### src/bcle_pkg.sv
// bcle_pkg: shared types and codes for the bounded circular list engine
// word layouts, opcodes, status codes, controller states and command/status bundles
// depends on nothing; the datapath, controller and top files refer to it by scoped names
`default_nettype none

package bcle_pkg;

    // input word: one request
    typedef struct packed {
        logic        [2:0]  opcode;
        logic signed [31:0] value;
    } t_in_word;

    // output word: one result
    typedef struct packed {
        logic        [2:0]  status;
        logic        [5:0]  count;
        logic signed [31:0] head_value;
        logic signed [31:0] tail_value;
    } t_out_word;

    // request opcodes
    typedef enum logic [2:0] {
        OP_INS_FRONT = 3'd0,
        OP_INS_BACK  = 3'd1,
        OP_RM_FRONT  = 3'd2,
        OP_RM_BACK   = 3'd3,
        OP_RM_AFTER  = 3'd4,
        OP_CLEAR     = 3'd5
    } t_op;

    // result status codes
    typedef enum logic [2:0] {
        ST_OK       = 3'd0,
        ST_EMPTY    = 3'd1,
        ST_FULL     = 3'd2,
        ST_NOTFOUND = 3'd3,
        ST_NOAFTER  = 3'd4
    } t_status;

    // controller states
    typedef enum logic [3:0] {
        S_IDLE,
        S_DISPATCH,
        S_INS_POP,
        S_INS_WR1,
        S_INS_WR2,
        S_RMF_LINK,
        S_RMF_HEAD,
        S_RMB_WALK,
        S_RMB_TAIL,
        S_RMA_WALK,
        S_RMA_CUT,
        S_DONE
    } t_state;

    // read address source for the value and link memories
    typedef enum logic [1:0] {
        RS_FRONT,
        RS_CUR,
        RS_LINK
    } t_rsel;

    // link write address source
    typedef enum logic [1:0] {
        LWA_SLOT,
        LWA_BACK,
        LWA_CUR
    } t_lwa;

    // link write data source
    typedef enum logic [1:0] {
        LWD_SLOT,
        LWD_FRONT,
        LWD_LINK
    } t_lwd;

    // slot returned to the free stack
    typedef enum logic [1:0] {
        PS_FRONT,
        PS_BACK,
        PS_NXT
    } t_psel;

    // commands from controller to datapath
    typedef struct packed {
        logic    capture;
        t_rsel   rsel;
        logic    val_we;
        logic    link_we;
        t_lwa    lwa;
        t_lwd    lwd;
        logic    push;
        t_psel   psel;
        logic    slot_pop;
        logic    slot_fresh;
        logic    front_ld;
        logic    front_from_link;
        logic    back_ld;
        logic    back_from_cur;
        logic    head_ld;
        logic    head_from_ram;
        logic    tail_ld;
        logic    tail_from_ram;
        logic    cur_ld;
        logic    cur_from_link;
        logic    nxt_ld;
        logic    steps_clr;
        logic    steps_inc;
        logic    cnt_inc;
        logic    cnt_dec;
        logic    clear_all;
        logic    st_ld;
        t_status st_code;
        logic    out_ld;
    } t_cmd;

    // status from datapath to controller
    typedef struct packed {
        logic [2:0] op;
        logic       cnt_zero;
        logic       cnt_one;
        logic       full;
        logic       free_empty;
        logic       walk_last;
        logic       scan_end;
        logic       match;
        logic       cur_is_back;
        logic       nxt_is_back;
        logic       out_free;
    } t_sts;

endpackage

`default_nettype wire

### src/bcle_ram.sv
// bcle_ram: generic simple dual-port memory, one write port and one registered read port
// no dependencies
`default_nettype none

module bcle_ram #(
    parameter int WIDTH = 32,
    parameter int DEPTH = 32
) (
    input  wire logic                                   i_clk,
    input  wire logic                                   i_we,
    input  wire logic [((DEPTH > 1) ? $clog2(DEPTH) : 1)-1:0] i_waddr,
    input  wire logic [WIDTH-1:0]                       i_wdata,
    input  wire logic [((DEPTH > 1) ? $clog2(DEPTH) : 1)-1:0] i_raddr,
    output      logic [WIDTH-1:0]                       o_rdata
);

    logic [WIDTH-1:0] r_mem [DEPTH];

    // write port
    always_ff @(posedge i_clk) begin
        if (i_we) begin
            r_mem[i_waddr] <= i_wdata;
        end
    end

    // registered read port
    always_ff @(posedge i_clk) begin
        o_rdata <= r_mem[i_raddr];
    end

endmodule

`default_nettype wire

### src/bcle_dp.sv
// bcle_dp: datapath of the list engine: value, link and free-slot memories,
// list pointers, counters, cached end values and the output word register
// depends on bcle_pkg and bcle_ram
`default_nettype none

module bcle_dp #(
    parameter int CAPACITY   = 32,
    parameter int DATA_WIDTH = 32
) (
    input  wire logic                i_clk,
    input  wire logic                i_rst_n,
    input  wire bcle_pkg::t_in_word  i_in_word,
    input  wire bcle_pkg::t_cmd      i_cmd,
    output      bcle_pkg::t_sts      o_sts,
    output      logic                o_out_valid,
    output      bcle_pkg::t_out_word o_out_word,
    input  wire logic                i_out_stall
);

    localparam int AW = $clog2(CAPACITY);
    localparam int CW = $clog2(CAPACITY + 1);
    localparam int DW = DATA_WIDTH;

    // captured request
    logic [2:0]    r_op;
    logic [DW-1:0] r_val;

    // list state
    logic [AW-1:0] r_front, r_back, r_cur, r_nxt, r_slot;
    logic [CW-1:0] r_count, r_steps, r_fresh, r_ftop;
    logic [DW-1:0] r_head, r_tail;
    bcle_pkg::t_status r_status;

    // output register
    logic                r_out_valid;
    bcle_pkg::t_out_word r_out_word;
    bcle_pkg::t_out_word n_out_word;

    // memory ports
    logic [DW-1:0] val_rdata;
    logic [AW-1:0] link_rdata, free_rdata;
    logic [AW-1:0] rd_addr, lw_addr, lw_data, fw_data, fr_addr;
    logic [CW-1:0] ftop_m1;

    // width adaptation
    logic [DW+31:0] val_ext;
    logic [CW+5:0]  cnt_ext;
    logic [DW+31:0] head_ext, tail_ext;
    logic [CW:0]    steps_p2, steps_p1;

    assign val_ext  = {{DW{i_in_word.value[31]}}, i_in_word.value};
    assign cnt_ext  = {6'd0, r_count};
    assign head_ext = {{32{r_head[DW-1]}}, r_head};
    assign tail_ext = {{32{r_tail[DW-1]}}, r_tail};
    assign steps_p2 = {1'b0, r_steps} + (CW+1)'(2);
    assign steps_p1 = {1'b0, r_steps} + (CW+1)'(1);
    assign ftop_m1  = r_ftop - CW'(1);
    assign fr_addr  = ftop_m1[AW-1:0];

    // read address select, shared by value and link memories
    always_comb begin
        case (i_cmd.rsel)
            bcle_pkg::RS_FRONT: rd_addr = r_front;
            bcle_pkg::RS_CUR:   rd_addr = r_cur;
            bcle_pkg::RS_LINK:  rd_addr = link_rdata;
            default:            rd_addr = r_front;
        endcase
    end

    // link write address and data
    always_comb begin
        case (i_cmd.lwa)
            bcle_pkg::LWA_SLOT: lw_addr = r_slot;
            bcle_pkg::LWA_BACK: lw_addr = r_back;
            bcle_pkg::LWA_CUR:  lw_addr = r_cur;
            default:            lw_addr = r_slot;
        endcase
        case (i_cmd.lwd)
            bcle_pkg::LWD_SLOT:  lw_data = r_slot;
            bcle_pkg::LWD_FRONT: lw_data = r_front;
            bcle_pkg::LWD_LINK:  lw_data = link_rdata;
            default:             lw_data = r_slot;
        endcase
        case (i_cmd.psel)
            bcle_pkg::PS_FRONT: fw_data = r_front;
            bcle_pkg::PS_BACK:  fw_data = r_back;
            bcle_pkg::PS_NXT:   fw_data = r_nxt;
            default:            fw_data = r_front;
        endcase
    end

    // element values
    bcle_ram #(.WIDTH(DW), .DEPTH(CAPACITY)) u_val_ram (
        .i_clk   (i_clk),
        .i_we    (i_cmd.val_we),
        .i_waddr (r_slot),
        .i_wdata (r_val),
        .i_raddr (rd_addr),
        .o_rdata (val_rdata)
    );

    // element links
    bcle_ram #(.WIDTH(AW), .DEPTH(CAPACITY)) u_link_ram (
        .i_clk   (i_clk),
        .i_we    (i_cmd.link_we),
        .i_waddr (lw_addr),
        .i_wdata (lw_data),
        .i_raddr (rd_addr),
        .o_rdata (link_rdata)
    );

    // stack of released slots; never-used slots come from the fresh counter
    bcle_ram #(.WIDTH(AW), .DEPTH(CAPACITY)) u_free_ram (
        .i_clk   (i_clk),
        .i_we    (i_cmd.push),
        .i_waddr (r_ftop[AW-1:0]),
        .i_wdata (fw_data),
        .i_raddr (fr_addr),
        .o_rdata (free_rdata)
    );

    // control registers: count, slot pool, end pointers
    always_ff @(posedge i_clk) begin
        if (!i_rst_n) begin
            r_count <= '0;
            r_fresh <= '0;
            r_ftop  <= '0;
            r_front <= '0;
            r_back  <= '0;
        end else begin
            if (i_cmd.clear_all) begin
                r_count <= '0;
                r_fresh <= '0;
                r_ftop  <= '0;
            end else begin
                if (i_cmd.cnt_inc) begin
                    r_count <= r_count + CW'(1);
                end else if (i_cmd.cnt_dec) begin
                    r_count <= r_count - CW'(1);
                end
                if (i_cmd.slot_fresh) begin
                    r_fresh <= r_fresh + CW'(1);
                end
                if (i_cmd.push) begin
                    r_ftop <= r_ftop + CW'(1);
                end else if (i_cmd.slot_pop) begin
                    r_ftop <= ftop_m1;
                end
            end
            if (i_cmd.front_ld) begin
                r_front <= i_cmd.front_from_link ? link_rdata : r_slot;
            end
            if (i_cmd.back_ld) begin
                r_back <= i_cmd.back_from_cur ? r_cur : r_slot;
            end
        end
    end

    // working registers
    always_ff @(posedge i_clk) begin
        if (i_cmd.capture) begin
            r_op  <= i_in_word.opcode;
            r_val <= val_ext[DW-1:0];
        end
        if (i_cmd.slot_pop) begin
            r_slot <= free_rdata;
        end else if (i_cmd.slot_fresh) begin
            r_slot <= r_fresh[AW-1:0];
        end
        if (i_cmd.head_ld) begin
            r_head <= i_cmd.head_from_ram ? val_rdata : r_val;
        end
        if (i_cmd.tail_ld) begin
            r_tail <= i_cmd.tail_from_ram ? val_rdata : r_val;
        end
        if (i_cmd.cur_ld) begin
            r_cur <= i_cmd.cur_from_link ? link_rdata : r_front;
        end
        if (i_cmd.nxt_ld) begin
            r_nxt <= link_rdata;
        end
        if (i_cmd.steps_clr) begin
            r_steps <= '0;
        end else if (i_cmd.steps_inc) begin
            r_steps <= r_steps + CW'(1);
        end
        if (i_cmd.st_ld) begin
            r_status <= i_cmd.st_code;
        end
    end

    // result word from the state after the operation
    always_comb begin
        n_out_word.status = r_status;
        n_out_word.count  = cnt_ext[5:0];
        if (r_count == '0) begin
            n_out_word.head_value = '0;
            n_out_word.tail_value = '0;
        end else begin
            n_out_word.head_value = head_ext[31:0];
            n_out_word.tail_value = tail_ext[31:0];
        end
    end

    // output register
    always_ff @(posedge i_clk) begin
        if (!i_rst_n) begin
            r_out_valid <= 1'b0;
        end else if (i_cmd.out_ld) begin
            r_out_valid <= 1'b1;
        end else if (!i_out_stall) begin
            r_out_valid <= 1'b0;
        end
    end

    always_ff @(posedge i_clk) begin
        if (i_cmd.out_ld) begin
            r_out_word <= n_out_word;
        end
    end

    assign o_out_valid = r_out_valid;
    assign o_out_word  = r_out_word;

    // status to the controller
    always_comb begin
        o_sts.op          = r_op;
        o_sts.cnt_zero    = (r_count == '0);
        o_sts.cnt_one     = (r_count == CW'(1));
        o_sts.full        = (r_count == CW'(CAPACITY));
        o_sts.free_empty  = (r_ftop == '0);
        o_sts.walk_last   = (steps_p2 == {1'b0, r_count});
        o_sts.scan_end    = (steps_p1 == {1'b0, r_count});
        o_sts.match       = (val_rdata == r_val);
        o_sts.cur_is_back = (r_cur == r_back);
        o_sts.nxt_is_back = (link_rdata == r_back);
        o_sts.out_free    = !r_out_valid || !i_out_stall;
    end

endmodule

`default_nettype wire

### src/bcle_ctrl.sv
// bcle_ctrl: controller state machine of the list engine
// sequences memory accesses and register loads for each request
// depends on bcle_pkg
`default_nettype none

module bcle_ctrl (
    input  wire logic           i_clk,
    input  wire logic           i_rst_n,
    input  wire logic           i_in_valid,
    output      logic           o_in_stall,
    input  wire bcle_pkg::t_sts i_sts,
    output      bcle_pkg::t_cmd o_cmd
);

    bcle_pkg::t_state r_state, n_state;

    // state register
    always_ff @(posedge i_clk) begin
        if (!i_rst_n) begin
            r_state <= bcle_pkg::S_IDLE;
        end else begin
            r_state <= n_state;
        end
    end

    assign o_in_stall = (r_state != bcle_pkg::S_IDLE);

    // next state and commands
    always_comb begin
        o_cmd   = '0;
        n_state = r_state;
        case (r_state)
            bcle_pkg::S_IDLE: begin
                if (i_in_valid) begin
                    o_cmd.capture = 1'b1;
                    n_state       = bcle_pkg::S_DISPATCH;
                end
            end

            // decode the captured request
            bcle_pkg::S_DISPATCH: begin
                case (i_sts.op)
                    bcle_pkg::OP_INS_FRONT, bcle_pkg::OP_INS_BACK: begin
                        if (i_sts.full) begin
                            o_cmd.st_ld   = 1'b1;
                            o_cmd.st_code = bcle_pkg::ST_FULL;
                            n_state       = bcle_pkg::S_DONE;
                        end else if (!i_sts.free_empty) begin
                            n_state = bcle_pkg::S_INS_POP;
                        end else begin
                            o_cmd.slot_fresh = 1'b1;
                            n_state          = bcle_pkg::S_INS_WR1;
                        end
                    end
                    bcle_pkg::OP_RM_FRONT, bcle_pkg::OP_RM_BACK: begin
                        if (i_sts.cnt_zero) begin
                            o_cmd.st_ld   = 1'b1;
                            o_cmd.st_code = bcle_pkg::ST_EMPTY;
                            n_state       = bcle_pkg::S_DONE;
                        end else if (i_sts.cnt_one) begin
                            o_cmd.push    = 1'b1;
                            o_cmd.psel    = bcle_pkg::PS_FRONT;
                            o_cmd.cnt_dec = 1'b1;
                            o_cmd.st_ld   = 1'b1;
                            o_cmd.st_code = bcle_pkg::ST_OK;
                            n_state       = bcle_pkg::S_DONE;
                        end else if (i_sts.op == bcle_pkg::OP_RM_FRONT) begin
                            o_cmd.rsel = bcle_pkg::RS_FRONT;
                            n_state    = bcle_pkg::S_RMF_LINK;
                        end else begin
                            o_cmd.rsel      = bcle_pkg::RS_FRONT;
                            o_cmd.cur_ld    = 1'b1;
                            o_cmd.steps_clr = 1'b1;
                            n_state         = bcle_pkg::S_RMB_WALK;
                        end
                    end
                    bcle_pkg::OP_RM_AFTER: begin
                        if (i_sts.cnt_zero) begin
                            o_cmd.st_ld   = 1'b1;
                            o_cmd.st_code = bcle_pkg::ST_EMPTY;
                            n_state       = bcle_pkg::S_DONE;
                        end else begin
                            o_cmd.rsel      = bcle_pkg::RS_FRONT;
                            o_cmd.cur_ld    = 1'b1;
                            o_cmd.steps_clr = 1'b1;
                            n_state         = bcle_pkg::S_RMA_WALK;
                        end
                    end
                    bcle_pkg::OP_CLEAR: begin
                        o_cmd.st_ld = 1'b1;
                        if (i_sts.cnt_zero) begin
                            o_cmd.st_code = bcle_pkg::ST_EMPTY;
                        end else begin
                            o_cmd.clear_all = 1'b1;
                            o_cmd.st_code   = bcle_pkg::ST_OK;
                        end
                        n_state = bcle_pkg::S_DONE;
                    end
                    default: begin
                        o_cmd.st_ld   = 1'b1;
                        o_cmd.st_code = bcle_pkg::ST_OK;
                        n_state       = bcle_pkg::S_DONE;
                    end
                endcase
            end

            // take a released slot off the free stack
            bcle_pkg::S_INS_POP: begin
                o_cmd.slot_pop = 1'b1;
                n_state        = bcle_pkg::S_INS_WR1;
            end

            // write the new element and its link
            bcle_pkg::S_INS_WR1: begin
                o_cmd.val_we  = 1'b1;
                o_cmd.link_we = 1'b1;
                o_cmd.lwa     = bcle_pkg::LWA_SLOT;
                if (i_sts.cnt_zero) begin
                    o_cmd.lwd      = bcle_pkg::LWD_SLOT;
                    o_cmd.front_ld = 1'b1;
                    o_cmd.back_ld  = 1'b1;
                    o_cmd.head_ld  = 1'b1;
                    o_cmd.tail_ld  = 1'b1;
                    o_cmd.cnt_inc  = 1'b1;
                    o_cmd.st_ld    = 1'b1;
                    o_cmd.st_code  = bcle_pkg::ST_OK;
                    n_state        = bcle_pkg::S_DONE;
                end else begin
                    o_cmd.lwd = bcle_pkg::LWD_FRONT;
                    n_state   = bcle_pkg::S_INS_WR2;
                end
            end

            // close the ring through the old back
            bcle_pkg::S_INS_WR2: begin
                o_cmd.link_we = 1'b1;
                o_cmd.lwa     = bcle_pkg::LWA_BACK;
                o_cmd.lwd     = bcle_pkg::LWD_SLOT;
                if (i_sts.op == bcle_pkg::OP_INS_FRONT) begin
                    o_cmd.front_ld = 1'b1;
                    o_cmd.head_ld  = 1'b1;
                end else begin
                    o_cmd.back_ld = 1'b1;
                    o_cmd.tail_ld = 1'b1;
                end
                o_cmd.cnt_inc = 1'b1;
                o_cmd.st_ld   = 1'b1;
                o_cmd.st_code = bcle_pkg::ST_OK;
                n_state       = bcle_pkg::S_DONE;
            end

            // unlink the front, fetch the new front value
            bcle_pkg::S_RMF_LINK: begin
                o_cmd.link_we         = 1'b1;
                o_cmd.lwa             = bcle_pkg::LWA_BACK;
                o_cmd.lwd             = bcle_pkg::LWD_LINK;
                o_cmd.push            = 1'b1;
                o_cmd.psel            = bcle_pkg::PS_FRONT;
                o_cmd.front_ld        = 1'b1;
                o_cmd.front_from_link = 1'b1;
                o_cmd.rsel            = bcle_pkg::RS_LINK;
                o_cmd.cnt_dec         = 1'b1;
                n_state               = bcle_pkg::S_RMF_HEAD;
            end

            bcle_pkg::S_RMF_HEAD: begin
                o_cmd.head_ld       = 1'b1;
                o_cmd.head_from_ram = 1'b1;
                o_cmd.st_ld         = 1'b1;
                o_cmd.st_code       = bcle_pkg::ST_OK;
                n_state             = bcle_pkg::S_DONE;
            end

            // walk to the element before the back, one link per cycle
            bcle_pkg::S_RMB_WALK: begin
                if (i_sts.walk_last) begin
                    o_cmd.push          = 1'b1;
                    o_cmd.psel          = bcle_pkg::PS_BACK;
                    o_cmd.back_ld       = 1'b1;
                    o_cmd.back_from_cur = 1'b1;
                    o_cmd.link_we       = 1'b1;
                    o_cmd.lwa           = bcle_pkg::LWA_CUR;
                    o_cmd.lwd           = bcle_pkg::LWD_FRONT;
                    o_cmd.rsel          = bcle_pkg::RS_CUR;
                    o_cmd.cnt_dec       = 1'b1;
                    n_state             = bcle_pkg::S_RMB_TAIL;
                end else begin
                    o_cmd.cur_ld        = 1'b1;
                    o_cmd.cur_from_link = 1'b1;
                    o_cmd.rsel          = bcle_pkg::RS_LINK;
                    o_cmd.steps_inc     = 1'b1;
                end
            end

            bcle_pkg::S_RMB_TAIL: begin
                o_cmd.tail_ld       = 1'b1;
                o_cmd.tail_from_ram = 1'b1;
                o_cmd.st_ld         = 1'b1;
                o_cmd.st_code       = bcle_pkg::ST_OK;
                n_state             = bcle_pkg::S_DONE;
            end

            // scan for the first match, one element per cycle
            bcle_pkg::S_RMA_WALK: begin
                if (i_sts.match) begin
                    if (i_sts.cur_is_back) begin
                        o_cmd.st_ld   = 1'b1;
                        o_cmd.st_code = bcle_pkg::ST_NOAFTER;
                        n_state       = bcle_pkg::S_DONE;
                    end else begin
                        o_cmd.nxt_ld = 1'b1;
                        o_cmd.rsel   = bcle_pkg::RS_LINK;
                        if (i_sts.nxt_is_back) begin
                            o_cmd.back_ld       = 1'b1;
                            o_cmd.back_from_cur = 1'b1;
                            o_cmd.tail_ld       = 1'b1;
                            o_cmd.tail_from_ram = 1'b1;
                        end
                        n_state = bcle_pkg::S_RMA_CUT;
                    end
                end else if (i_sts.scan_end) begin
                    o_cmd.st_ld   = 1'b1;
                    o_cmd.st_code = bcle_pkg::ST_NOTFOUND;
                    n_state       = bcle_pkg::S_DONE;
                end else begin
                    o_cmd.cur_ld        = 1'b1;
                    o_cmd.cur_from_link = 1'b1;
                    o_cmd.rsel          = bcle_pkg::RS_LINK;
                    o_cmd.steps_inc     = 1'b1;
                end
            end

            // bypass the element after the match
            bcle_pkg::S_RMA_CUT: begin
                o_cmd.link_we = 1'b1;
                o_cmd.lwa     = bcle_pkg::LWA_CUR;
                o_cmd.lwd     = bcle_pkg::LWD_LINK;
                o_cmd.push    = 1'b1;
                o_cmd.psel    = bcle_pkg::PS_NXT;
                o_cmd.cnt_dec = 1'b1;
                o_cmd.st_ld   = 1'b1;
                o_cmd.st_code = bcle_pkg::ST_OK;
                n_state       = bcle_pkg::S_DONE;
            end

            // hand the result to the output register
            bcle_pkg::S_DONE: begin
                if (i_sts.out_free) begin
                    o_cmd.out_ld = 1'b1;
                    n_state      = bcle_pkg::S_IDLE;
                end
            end

            default: begin
                n_state = bcle_pkg::S_IDLE;
            end
        endcase
    end

endmodule

`default_nettype wire

### src/bounded_circular_list_engine_top.sv
// Bounded circular list engine, top level.
// Request channel: i_in_valid / o_in_stall with i_in_word (opcode, value). A word is
// taken at a rising edge with i_in_valid high and o_in_stall low.
// Result channel: o_out_valid / i_out_stall with o_out_word (status, count, head and
// tail value). Exactly one result word per request, in request order.
// One request is worked at a time; o_in_stall is low only while the engine is idle.
// Refused, clear, unknown and single-element removals are settled at dispatch; an
// insert may first pop a reused slot, then writes the element and, into a non-empty
// list, closes the ring; remove front unlinks the front and fetches the new head
// value; remove back and remove after match walk the list.
// The walks follow links through the link memory one entry per cycle, so the
// scan over the list sets the worst case.
// A finished result sits in an output register; the next request is taken while
// it waits, and the engine holds the following result until the register frees.
// Reset (i_rst_n low, synchronous) empties the list and drops any pending result;
// the memories need no clearing pass.
// depends on bcle_pkg, bcle_ctrl, bcle_dp, bcle_ram
`default_nettype none

module bounded_circular_list_engine_top #(
    parameter int CAPACITY   = 32,
    parameter int DATA_WIDTH = 32
) (
    input  wire logic                i_clk,
    input  wire logic                i_rst_n,
    input  wire logic                i_in_valid,
    output      logic                o_in_stall,
    input  wire bcle_pkg::t_in_word  i_in_word,
    output      logic                o_out_valid,
    input  wire logic                i_out_stall,
    output      bcle_pkg::t_out_word o_out_word
);

    bcle_pkg::t_cmd cmd;
    bcle_pkg::t_sts sts;

    // controller
    bcle_ctrl u_ctrl (
        .i_clk      (i_clk),
        .i_rst_n    (i_rst_n),
        .i_in_valid (i_in_valid),
        .o_in_stall (o_in_stall),
        .i_sts      (sts),
        .o_cmd      (cmd)
    );

    // datapath
    bcle_dp #(
        .CAPACITY   (CAPACITY),
        .DATA_WIDTH (DATA_WIDTH)
    ) u_dp (
        .i_clk       (i_clk),
        .i_rst_n     (i_rst_n),
        .i_in_word   (i_in_word),
        .i_cmd       (cmd),
        .o_sts       (sts),
        .o_out_valid (o_out_valid),
        .o_out_word  (o_out_word),
        .i_out_stall (i_out_stall)
    );

endmodule

`default_nettype wire
### config.mk
export PLATFORM = sky130hd
export DESIGN_NAME = bounded_circular_list_engine_top
export DESIGN_NICKNAME = d
export VERILOG_FILES = /design/src/bcle_pkg.sv /design/src/bcle_ram.sv /design/src/bcle_dp.sv /design/src/bcle_ctrl.sv /design/src/bounded_circular_list_engine_top.sv
export SDC_FILE = /design/constraint.sdc
export NUM_CORES = 2
export LEC_CHECK = 0
export ABC_AREA = 1
export BUFFER_PORTS_ARGS = -buffer_cell sky130_fd_sc_hd__buf_2
export CAP_MARGIN = 20
export CORE_MARGIN = 2
export CORE_UTILIZATION = 60
export DETAILED_ROUTE_END_ITERATION = 10
export PLACE_DENSITY_LB_ADDON = 0.25
export SYNTH_ARGS = -nofsm -noshare
export SYNTH_HDL_FRONTEND = slang
export SYNTH_HIERARCHICAL = 1
export SYNTH_SLANG_ARGS = --single-unit
### constraint.sdc
create_clock -name i_clk -period 16.4 [get_ports i_clk]
set_clock_uncertainty 0.15 [all_clocks]
set_input_delay 4.92 -clock i_clk [delete_from_list [all_inputs] [get_ports i_clk]]
set_output_delay 4.92 -clock i_clk [all_outputs]
set_load 0.03 [all_outputs]
==> results.py <==
metrics = {
    "power": {
        "leakagePower_nw": 27.8,
        "power.density_mw_per_mm2": 153,
        "ir_drop_v": 0.000123,
    },
    "synthesis": {
        "synth_cell_type_count": 42,
        "synth-seq-cells": 1614,
        "syn-instance-count": 5987,
        "synth_top_cell_by_area": "edfxtp_1",
        "yosysMostFrequentCell": "nand2_1",
        "syn-num-nets": 6043,
        "synth_commonest_cells": "2236 x nand2_1, 1534 x edfxtp_1, 1079 x nand3_1, 254 x inv_1, 180 x nor2_1",
        "syn_avg_cell_area_um2": 11.2,
        "ys_top_cells_by_area": "edfxtp_1 69%, nand2_1 12%, nand3_1 8.0%",
        "yosysTopAreaCellShare_pct": 68.6,
        "yosysSeqAreaShare_pct": 71.0,
        "ys_dominant_reg_cell": "edfxtp_1",
        "synthArstFlopShare_pct": 0,
        "yosysWarnings": 6,
        "netlist_area_mm2": 0.0672,
        "synth_edf_count": 1534,
    },
    "clocking": {
        "path_clk_slew_ns": 0.06,
        "holdBufCountCts": 0,
        "cts_buffers": 159,
        "postCtsSetupBuffers": 0,
        "cts_tree": "yes",
        "clock_path_buffers": 3,
        "ctsResizeCount": 0,
        "clock_tree.root_cell": "clkbuf_16",
        "h-tree-depth": 4,
        "insertion_delay_ns": 0.77,
        "clock-sinks": 1614,
    },
    "setup_path": {
        "path_max_fanout": 202,
        "cp-end-kind": "register",
        "worstPathRequired_ns": 16.97,
        "arrival_ns": 8.01,
        "cp-start-kind": "register",
        "crit_type": "register to register",
    },
    "die": {
        "die_x_um": 339,
        "die_y_um": 339,
        "pin_count": 114,
        "dieArea_mm2": 0.115,
        "placementRows": 122,
        "initial_core_util_pct": 60.6,
        "coreArea_mm2": 0.111,
    },
    "sta": {
        "drv_slew": 0,
        "fin_tns_setup_ns": 0,
        "period_needed_ns": 7.44,
        "setup_violations": 0,
        "rsz0062_at_grt": "false",
        "tightest_slew_ns": 1.11,
        "final_hold_viol_count": 0,
        "finalCritPeriodShare_pct": 45.4,
        "maxSlewHeadroom_pct": 26.2,
        "max_freq_mhz": 134,
    },
    "route": {
        "dr_total_vias": 45800,
        "drt_iter0_markers": 6097,
        "drc": 0,
        "ant_nets": 0,
        "routed_via_density": 5.97,
        "drt_pass1_iterations": 8,
        "routed_wl_um": 178000,
        "routedWlPerCell_um": 23.3,
    },
    "final_layout": {
        "drive_above_1_share_pct": 8.91,
        "nNetsFinal": 6105,
        "final_cells": 7674,
        "area_delta_synth_final_pct": 9.94,
    },
    "hold_path": {
        "hp-class": "register to register",
    },
    "place": {
        "gp_congestion": 0.838,
        "io_buffers": 113,
        "dp_cells": 7376,
        "hpwl_um": 92200,
    },
    "job": {
        "cap_viol_max_count": 0,
    },
    "grt": {
        "grt_pass1_wl_um": 267000,
        "gr-total-overflow": 0,
        "grt_max_degree": 203,
        "grt_pass1_vias": 43300,
        "grt_antenna_before_repair": 8,
        "grt_use_total_pct": 30.8,
    },
    "outcome": {
        "status": "complete, no violations",
    },
}
-- metrics by stage --
| step | instance area, um^2 | total power [mW] | worst slack (ns) | hold slack, ns | util (%) |
|---|---|---|---|---|---|
| global placement | 68600 | 7.67 | 9.18 | 0.266 | 61.9 |
| global route | 73800 | 11.8 | 8.41 | 0.281 | 66.6 |
| finish | 73800 | 11.3 | 8.96 | 0.264 | 66.6 |
| CTS | 73800 | 11.3 | 9.05 | 0.269 | 66.6 |
| floorplan | 67200 | 7.03 | 5.60 | 0.250 | - |
| detailed placement | 68600 | 7.73 | 9.10 | 0.267 | 61.9 |
-- area by class of cell --
cell class / count / area [um^2]
multi-input combinational: 3782 / 16600
timing repair buffer: 214 / 1360
sequential: 1614 / 47700
antenna: 1 / 2.50
inverter: 278 / 1080
tap: 1488 / 1860
fill: 8137 / 37000
clock inverter: 88 / 867
clock buffer: 209 / 4360
-- power by group --
| group | switching (mW) | leakage (nW) | internal, mW | total, mW |
|---|---|---|---|---|
| clock | 1.53 | 2.57 | 2.10 | 3.63 |
| sequential | 0.203 | 14.6 | 4.96 | 5.16 |
| combinational | 1.91 | 10.6 | 0.636 | 2.54 |
-- sequential cells by signal, summed over array words and instances (netlist names) --
| register | count |
|---|---|
| u_dp/r_cur | 5 |
| u_dp/r_ftop | 6 |
| u_dp/o_out_word | 73 |
| u_dp/r_slot | 5 |
| u_dp/u_val_ram/o_rdata | 32 |
| u_dp/u_val_ram/r_mem | 1024 |
| u_dp/r_status | 3 |
| u_dp/r_nxt | 5 |
| u_dp/u_link_ram/r_mem | 160 |
| u_dp/u_link_ram/o_rdata | 5 |
| u_dp/r_count | 6 |
| u_dp/r_op | 3 |
| u_dp/r_head | 32 |
| u_dp/r_front | 5 |
| u_ctrl/r_state | 4 |
| u_dp/r_tail | 32 |
| u_dp/u_free_ram/o_rdata | 5 |
| u_dp/r_fresh | 5 |
| u_dp/r_back | 5 |
| u_dp/r_val | 32 |
| u_dp/r_steps | 6 |
| u_dp/o_out_valid | 1 |
| u_dp/u_free_ram/r_mem | 160 |
-- worst max-delay path, stage by stage, from the launching register on --
cell and delay [ns]:
edfxtp_1 0.32, buf_4 0.33, inv_1 0.21, nand2_1 0.10, nand2_1 0.05, nor2_1 0.27
nand2_1 0.09, nor2_1 0.34, nand2_1 0.09, nor2_1 0.48, nand2_1 0.20, nor2_2 0.35
nor2_1 0.09, nand2_1 0.11, ha_1 0.27, a22oi_2 0.54, buf_12 0.70, buf_4 0.81
buf_4 0.87, nand2_1 0.12, nand3_1 0.14, nand3_1 0.10, nand2_1 0.12, nand2_1 0.06
nand2_1 0.11, nand2_1 0.05, nand2_1 0.10
-- path summary, 6_finish.rpt --
path,start,end,slack [ns],depth (start not counted)
setup reg to reg,u_dp/r_val[12]$_DFFE_PP_,u_dp/u_val_ram/o_rdata[17]$_DFF_P_,8.96,26
hold reg to reg,u_dp/r_status[0]$_DFFE_PP_,u_dp/o_out_word[70]$_DFFE_PP_,0.26,0
setup / recovery,u_dp/r_val[12]$_DFFE_PP_,u_dp/u_val_ram/o_rdata[17]$_DFF_P_,8.96,26
hold / removal,u_dp/r_status[0]$_DFFE_PP_,u_dp/o_out_word[70]$_DFFE_PP_,0.26,0
-- cells by family (layout without fill, tap and decap cells) --
| logic type | Yosys count | in the layout | share of synthesized area [%] |
|---|---|---|---|
| AO/OA/AOI/OAI | 194 | 194 | 1.54 |
| XOR/XNOR | 19 | 19 | 0.248 |
| adder cells (fa/ha/maj) | 17 | 17 | 0.317 |
| buffers and inverters | 591 | 789 | 4.81 |
| flip-flops | 1614 | 1614 | 71.0 |
| other | 0 | 1 | 0 |
| AND/OR/NAND/NOR | 3552 | 3552 | 22.1 |
-- cell usage in the layout, fill, tap and decap left out, types with 32 or more instances in the layout --
| cell | instances |
|---|---|
| dfxtp_1 | 80 |
| a21oi_1 | 43 |
| buf_2 | 113 |
| clkbuf_16 | 165 |
| inv_1 | 252 |
| o21ai_0 | 111 |
| nand2_1 | 2235 |
| buf_4 | 98 |
| clkbuf_1 | 37 |
| edfxtp_1 | 1534 |
| clkinv_2 | 32 |
| nand3_1 | 1078 |
| nor2_1 | 146 |
| nor2_4 | 36 |
-- per-layer routing --
layer / vias to the layer above / routed length (um) / global-route usage [%]
li1: 20600 / - / -
met1: 22000 / 69700 / 42.6
met2: 2636 / 83500 / 49.1
met3: 476 / 18300 / 5.51
met4: 4 / 6910 / 11.9
met5: - / 24 / 0
(Power assumes the default switching activity.)
